## config.mk

```make
export PLATFORM = sky130hd
export DESIGN_NAME = uart_receive_with_break_detect
export DESIGN_NICKNAME = d
export VERILOG_FILES = /design/src/design/urxbd_pkg.sv /design/src/design/urxbd_core.sv /design/src/design/uart_receive_with_break_detect.sv
export SDC_FILE = /design/constraint.sdc
export NUM_CORES = 1
export LEC_CHECK = 0
export BUFFER_PORTS_ARGS = -buffer_cell sky130_fd_sc_hd__buf_2
export CELL_PAD_IN_SITES_DETAIL_PLACEMENT = 1
export CELL_PAD_IN_SITES_GLOBAL_PLACEMENT = 1
export CORE_ASPECT_RATIO = 1.5
export CORE_MARGIN = 5
export CORE_UTILIZATION = 45
export DETAILED_ROUTE_END_ITERATION = 8
export PLACE_DENSITY = 0.75
export SETUP_SLACK_MARGIN = 0.3
export SLEW_MARGIN = 40
export SYNTH_ARGS = -nofsm -noshare
export SYNTH_HDL_FRONTEND = slang
export SYNTH_SLANG_ARGS = --single-unit
```

## constraint.sdc

```tcl
create_clock -name clk -period 2.9 [get_ports clk]
set_input_delay 0.58 -clock clk [delete_from_list [all_inputs] [get_ports clk]]
set_output_delay 0.58 -clock clk [all_outputs]
set_load 0.05 [all_outputs]
```

## src/design/urxbd_pkg.sv

```systemverilog
// ----------------------------------------------------------------------------
// urxbd_pkg
// Shared types and constants for the UART receiver with line-break detection.
// ----------------------------------------------------------------------------
`default_nettype none

package urxbd_pkg;

    // Result status codes.
    typedef enum logic [1:0] {
        ST_DATA  = 2'd0,
        ST_NOISE = 2'd1,
        ST_BREAK = 2'd2,
        ST_FRAME = 2'd3
    } status_t;

    // Configuration register indexes.
    localparam logic [7:0] CFG_BIT_TICKS      = 8'd0;
    localparam logic [7:0] CFG_HALF_BIT_TICKS = 8'd1;

    // Reset values of the configuration registers.
    localparam logic [7:0] BIT_TICKS_RESET      = 8'd16;
    localparam logic [7:0] HALF_BIT_TICKS_RESET = 8'd8;

    // Data bits per frame.
    localparam logic [3:0] DATA_BITS = 4'd9 - 4'd1;

    // One step's outcome, handed from the frame engine to the result register.
    typedef struct packed {
        logic       valid;
        status_t    status;
        logic [7:0] rx_byte;
    } res_t;

endpackage

`default_nettype wire

```

## src/design/urxbd_core.sv

```systemverilog
// ----------------------------------------------------------------------------
// urxbd_core
// Frame engine: tracks the frame phase, the tick countdown and the data shift
// register, and reports the outcome of one sample tick.
// ----------------------------------------------------------------------------
`default_nettype none

module urxbd_core (
    input  wire logic            clk,
    input  wire logic            rst_n,
    input  wire logic            step_en,
    input  wire logic            level,
    input  wire logic [7:0]      bit_ticks,
    input  wire logic [7:0]      half_bit_ticks,
    output urxbd_pkg::res_t      res
);

    typedef enum logic [1:0] {
        PH_IDLE  = 2'd0,
        PH_START = 2'd1,
        PH_DATA  = 2'd2,
        PH_STOP  = 2'd3
    } phase_t;

    phase_t     phase_reg,  phase_next;
    logic [7:0] cnt_reg,    cnt_next;
    logic [3:0] bits_reg,   bits_next;
    logic [7:0] shift_reg,  shift_next;
    logic       sample_now;

    // A countdown of zero or one means the sample point is this tick.
    assign sample_now = (cnt_reg <= 8'd1);

    always_comb
    begin
        phase_next = phase_reg;
        cnt_next   = cnt_reg;
        bits_next  = bits_reg;
        shift_next = shift_reg;
        res        = '0;
        res.status = urxbd_pkg::ST_DATA;

        if (step_en)
        begin
            if (phase_reg != PH_IDLE && !sample_now)
            begin
                cnt_next = cnt_reg - 8'd1;
            end
            else
            begin
                unique case (phase_reg)
                    PH_IDLE:
                    begin
                        if (!level)
                        begin
                            phase_next = PH_START;
                            cnt_next   = half_bit_ticks;
                        end
                    end
                    PH_START:
                    begin
                        if (level)
                        begin
                            phase_next = PH_IDLE;
                            cnt_next   = 8'd0;
                            res.valid  = 1'b1;
                            res.status = urxbd_pkg::ST_NOISE;
                        end
                        else
                        begin
                            phase_next = PH_DATA;
                            bits_next  = urxbd_pkg::DATA_BITS;
                            shift_next = 8'd0;
                            cnt_next   = bit_ticks;
                        end
                    end
                    PH_DATA:
                    begin
                        shift_next = {level, shift_reg[7:1]};
                        bits_next  = bits_reg - 4'd1;
                        if (bits_next == 4'd0)
                        begin
                            phase_next = PH_STOP;
                        end
                        cnt_next = bit_ticks;
                    end
                    PH_STOP:
                    begin
                        phase_next = PH_IDLE;
                        cnt_next   = 8'd0;
                        res.valid  = 1'b1;
                        if (level)
                        begin
                            res.status  = urxbd_pkg::ST_DATA;
                            res.rx_byte = shift_reg;
                        end
                        else if (shift_reg == 8'd0)
                        begin
                            res.status = urxbd_pkg::ST_BREAK;
                        end
                        else
                        begin
                            res.status = urxbd_pkg::ST_FRAME;
                        end
                    end
                    default:
                    begin
                        phase_next = PH_IDLE;
                    end
                endcase
            end
        end
    end

    always_ff @(posedge clk or negedge rst_n)
    begin
        if (!rst_n)
        begin
            phase_reg <= PH_IDLE;
            cnt_reg   <= 8'd0;
            bits_reg  <= 4'd0;
            shift_reg <= 8'd0;
        end
        else
        begin
            phase_reg <= phase_next;
            cnt_reg   <= cnt_next;
            bits_reg  <= bits_next;
            shift_reg <= shift_next;
        end
    end

endmodule

`default_nettype wire

```

## src/design/uart_receive_with_break_detect.sv

```systemverilog
// ----------------------------------------------------------------------------
// uart_receive_with_break_detect
// 8N1 UART receiver fed one line sample per word, with noise, framing-error
// and line-break reporting.
// ----------------------------------------------------------------------------
// Each input word is one oversampled tick of the receive line. The block takes
// one word per clock cycle for as long as the output side keeps up; a word
// is held in the input register, and the frame engine's outcome for it is
// then registered in the output register. The output register and the input
// register decouple the two sides: the input register can take one sample
// while a finished result waits, and only when both registers are full and the
// result is not taken does in_ready drop. A result is produced only on the
// tick that ends a frame: a start bit that reads high at its center (noise),
// or the stop bit (data, line break for a low stop bit after a zero byte,
// framing error otherwise). Configuration registers are bit_ticks
// (index 0) and half_bit_ticks (index 1); writes to other indexes are ignored,
// and the configuration port is always ready.
`default_nettype none

module uart_receive_with_break_detect (
    input  wire logic       clk,
    input  wire logic       rst_n,

    input  wire logic       in_valid,
    output logic            in_ready,
    input  wire logic       line_level,

    output logic            out_valid,
    input  wire logic       out_ready,
    output logic [1:0]      status,
    output logic [7:0]      rx_byte,

    input  wire logic       cfg_valid,
    output logic            cfg_ready,
    input  wire logic [7:0] cfg_index,
    input  wire logic [7:0] cfg_data
);

    logic [7:0] bit_ticks_reg;
    logic [7:0] half_bit_ticks_reg;

    // Input register.
    logic       s1_valid_reg;
    logic       s1_level_reg;

    // Result register.
    logic       out_valid_reg;
    logic [1:0] out_status_reg;
    logic [7:0] out_byte_reg;

    logic            s2_take;
    logic            step_en;
    urxbd_pkg::res_t res;

    // The result register can take a new value when it is empty or being read.
    assign s2_take   = !out_valid_reg || out_ready;
    assign step_en   = s1_valid_reg && s2_take;
    assign in_ready  = !s1_valid_reg || s2_take;
    assign cfg_ready = 1'b1;

    assign out_valid = out_valid_reg;
    assign status    = out_status_reg;
    assign rx_byte   = out_byte_reg;

    always_ff @(posedge clk or negedge rst_n)
    begin
        if (!rst_n)
        begin
            bit_ticks_reg      <= urxbd_pkg::BIT_TICKS_RESET;
            half_bit_ticks_reg <= urxbd_pkg::HALF_BIT_TICKS_RESET;
        end
        else if (cfg_valid)
        begin
            if (cfg_index == urxbd_pkg::CFG_BIT_TICKS)
            begin
                bit_ticks_reg <= cfg_data;
            end
            else if (cfg_index == urxbd_pkg::CFG_HALF_BIT_TICKS)
            begin
                half_bit_ticks_reg <= cfg_data;
            end
        end
    end

    always_ff @(posedge clk or negedge rst_n)
    begin
        if (!rst_n)
        begin
            s1_valid_reg <= 1'b0;
        end
        else if (in_ready)
        begin
            s1_valid_reg <= in_valid;
        end
    end

    always_ff @(posedge clk)
    begin
        if (in_ready && in_valid)
        begin
            s1_level_reg <= line_level;
        end
    end

    urxbd_core u_core (
        .clk            (clk),
        .rst_n          (rst_n),
        .step_en        (step_en),
        .level          (s1_level_reg),
        .bit_ticks      (bit_ticks_reg),
        .half_bit_ticks (half_bit_ticks_reg),
        .res            (res)
    );

    always_ff @(posedge clk or negedge rst_n)
    begin
        if (!rst_n)
        begin
            out_valid_reg <= 1'b0;
        end
        else if (s2_take)
        begin
            out_valid_reg <= step_en && res.valid;
        end
    end

    // Payload is only loaded when a new result is captured.
    always_ff @(posedge clk)
    begin
        if (step_en && res.valid)
        begin
            out_status_reg <= res.status;
            out_byte_reg   <= res.rx_byte;
        end
    end

endmodule

`default_nettype wire

```

==> key figures <==
Outcome
  • Run status: completed

Routing
  • Routed wire per std cell: about 17 um
  • First-pass iteration count of the detailed router: 4
  • WL final: approximately 5.4 mm
  • Initial DRC Count: between 50 and 60
  • DR vias: 1826
  • Via density: roughly 5.7
  • Antenna-violating nets left: 0
  • Residual DRC count: 0

STA
  • Final Cycle Share: 75.8%
  • Sum of negative setup slack: 0 ps
  • Peak Freq: 0.455 GHz
  • Pin slew with the least headroom to its limit: roughly 570 ps
  • Final hold violation count: 0
  • Relative slew slack: 61.9%
  • Worst Skew: a little under 7 ps
  • Unrepaired setup endpoints after global routing: false
  • Setup violations, final: 0
  • Final Slew Violations: 0
  • Tmin final: roughly 2200 ps

Placed design
  • I/O Buffers: 33
  • DP Wirelength: approximately 4 mm
  • GP Congestion: 0.712
  • Post-DP Area: approximately 2800 sq um

Yosys
  • Main flop type after synthesis: dfrtp_1
  • Post-synth ARST share: between 70% and 80%
  • EDFF count, synth: 11
  • Synthesized cell area: roughly 2500 sq um
  • Syn avg cell area: 11.8 sq um
  • Cell variety after synth: 52
  • Register bit total from synthesis: 51
  • Synth Instances: ~210
  • Syn Nets: ~240
  • Register area share after synthesis: between 50% and 60%
  • Yosys Warn Count: 0

Clocking
  • Clock slew seen by the registers of the worst setup and hold paths: ~90 ps
  • Maximum clock path buffer count: 2
  • CTS-repair resized insts: 0
  • H-tree depth: 2
  • Hold Buf Count CTS: 0
  • Root buffer cell: clkbuf_8
  • Clk_lat worst skew: around 300 ps
  • Postcts setup bufs: 0
  • TritonCTS Buffers: 5
  • TritonCTS clock tree: built
  • Sink Count: just over 50

Critical path
  • CP top delay family: simple AND/OR/NAND/NOR gates
  • R2R Path Start: u_core.cnt_reg[0]
  • Worst r2r dst: rx_byte[0]
  • Crit. End Element: flop
  • Reg2reg path depth: 7
  • Crit path DAT: ~2300 ps
  • Kind of critical path: flop to flop
  • WP data required: about 3000 ps
  • Worst setup path start: u_core.cnt_reg[0]
  • Critical path peak fanout: 9
  • Max stage delay cell, worst path: dfrtp_1
  • CP Launch Type: flop
  • Max stage delay on crit path: roughly 420 ps
  • R2R setup slack: between 700 and 800 ps
  • CP bufs+invs: 1
  • Worst path cell trace: inv_1, ha_1, or2_1, a31o_4, and3_4, and3_2, and2_1

Cells and area
  • Final instance area: between 2000 and 3000 sq um
  • Final-layout fill cell count: between 600 and 700
  • Layout cells sized above 1: between 30% and 40%
  • Register area: approximately 1300 sq um
  • Syn-to-layout area delta: 13.6%
  • Final net count: 280
  • ANT cells: 0
  • Multi-input gate area: 1110 sq um

Floorplan
  • Area of the core: approximately 5500 sq um
  • Die width: just over 70 um
  • FP Rows: 33
  • Full die area: ~7200 sq um
  • Die H: around 100 um
  • I/O pins: 35
  • Initial Utilization: around 46%

Global routing
  • First-pass GRT wire length: between 9 and 10 mm
  • Largest net degree at the start of global routing: 41
  • GRT overflow: 0
  • Number of global-route vias before repair: roughly 2000
  • Initial antenna violation count: 0
  • Tot GR Track Use: ~16%

Power and ir drop
  • PwrDens: a little over 600 nW/um^2
  • Peak VDD IR: 415 uV
  • LEAKAGE: 1.30 nW
  • PnR Total Power: between 1.5 and 2 mW

Worst hold path
  • Hold Crit Class: input pin to async pin

Run
  • Max Cap Viol: 0
==> cells in the mapped netlist, types with 2 or more instances <==
cell | count | area [sq um]
o22a_1 | 2 | 17.5
a22oi_1 | 3 | 22.5
and3_4 | 2 | 22.5
or4_1 | 3 | 22.5
dfrtp_1 | 38 | 951
inv_1 | 9 | 33.8
clkbuf_1 | 2 | 7.51
nand3_1 | 5 | 25.0
nand4_1 | 3 | 18.8
ha_1 | 9 | 113
a21oi_1 | 7 | 35.0
mux2_2 | 17 | 191
dfstp_2 | 2 | 52.6
edfxtp_1 | 11 | 330
nor2b_1 | 2 | 12.5
nor4_1 | 4 | 25.0
a31oi_1 | 2 | 12.5
nor2_1 | 11 | 41.3
nand3b_1 | 2 | 15.0
and2_1 | 9 | 56.3
o21ai_0 | 11 | 55.1
buf_4 | 2 | 15.0
nand2_1 | 9 | 33.8
o311ai_0 | 2 | 17.5
nand2b_1 | 3 | 18.8
a221oi_1 | 4 | 35.0
a22o_2 | 7 | 70.1
nor3_1 | 6 | 30.0
and3_1 | 3 | 18.8
==> power by group <==
part / total [mW] / internal (mW) / switching (mW)
logic: 0.344 / 0.153 / 0.191
registers: 0.927 / 0.818 / 0.109
clock network: 0.484 / 0.253 / 0.231
==> cells by family (layout without fill, tap and decap cells) <==
logic type,after synthesis,in the layout,synth area share [%]
adder cells (fa/ha/maj),9,9,4.47
AND/OR/NAND/NOR,68,68,16.1
multiplexers,18,18,8.00
flip-flops,51,51,53.0
AO/OA/AOI/OAI,50,50,15.3
other,1,1,0.149
buffers and inverters,16,53,3.03
==> metrics by stage <==
stage	setup WS, ps	std cells	hold WS (ps)	util [%]
after global placement	626	312	489	50.5
after CTS	695	320	255	52.5
after floorplan	879	213	284	-
after detailed placement	567	312	500	50.5
after global routing	548	320	288	52.5
final	703	320	241	52.5
==> metal layers <==
layer	wire [um]	global-route usage, %
met4	140	7.38
met2	3100	32.2
met5	0	0
met3	164	2.38
met1	1940	16.0
==> worst max-delay path by stage <==
stage | cells after the start | slack (ps) | end
global placement | 5 | 630 | bit_ticks_reg[6]
floorplan | 6 | 880 | rx_byte[0]
CTS | 7 | 700 | rx_byte[3]
finish | 7 | 700 | rx_byte[0]
global route | 8 | 550 | u_core.cnt_reg[6]
detailed placement | 5 | 570 | bit_ticks_reg[1]
==> layout by cell type (no fill, tap or decap), types with 3 or more instances in the layout <==
cell type  count
nand2b_1       3
a21oi_1        7
nand4_1        3
a22oi_1        3
clkbuf_8       5
and2_1         9
o21ai_0       11
mux2_2        17
a221oi_1       4
nand2_1        9
dfrtp_1       38
nand3_1        5
edfxtp_1      11
or4_1          3
a22o_2         7
buf_4          4
nor3_1         6
buf_2         32
inv_1          9
nor4_1         4
and3_1         3
ha_1           9
nor2_1        11
==> layout make-up <==
| class | count | area share, % |
|---|---|---|
| Inverter | 9 | 1.18 |
| Multi-Input combinational cell | 146 | 38.7 |
| Tap cell | 70 | 3.06 |
| Clock inverter | 3 | 1.36 |
| Timing Repair Buffer | 36 | 6.65 |
| Sequential cell | 51 | 46.6 |
| Clock buffer | 5 | 2.41 |
No activity file was read; power rests on OpenSTA's default activity.
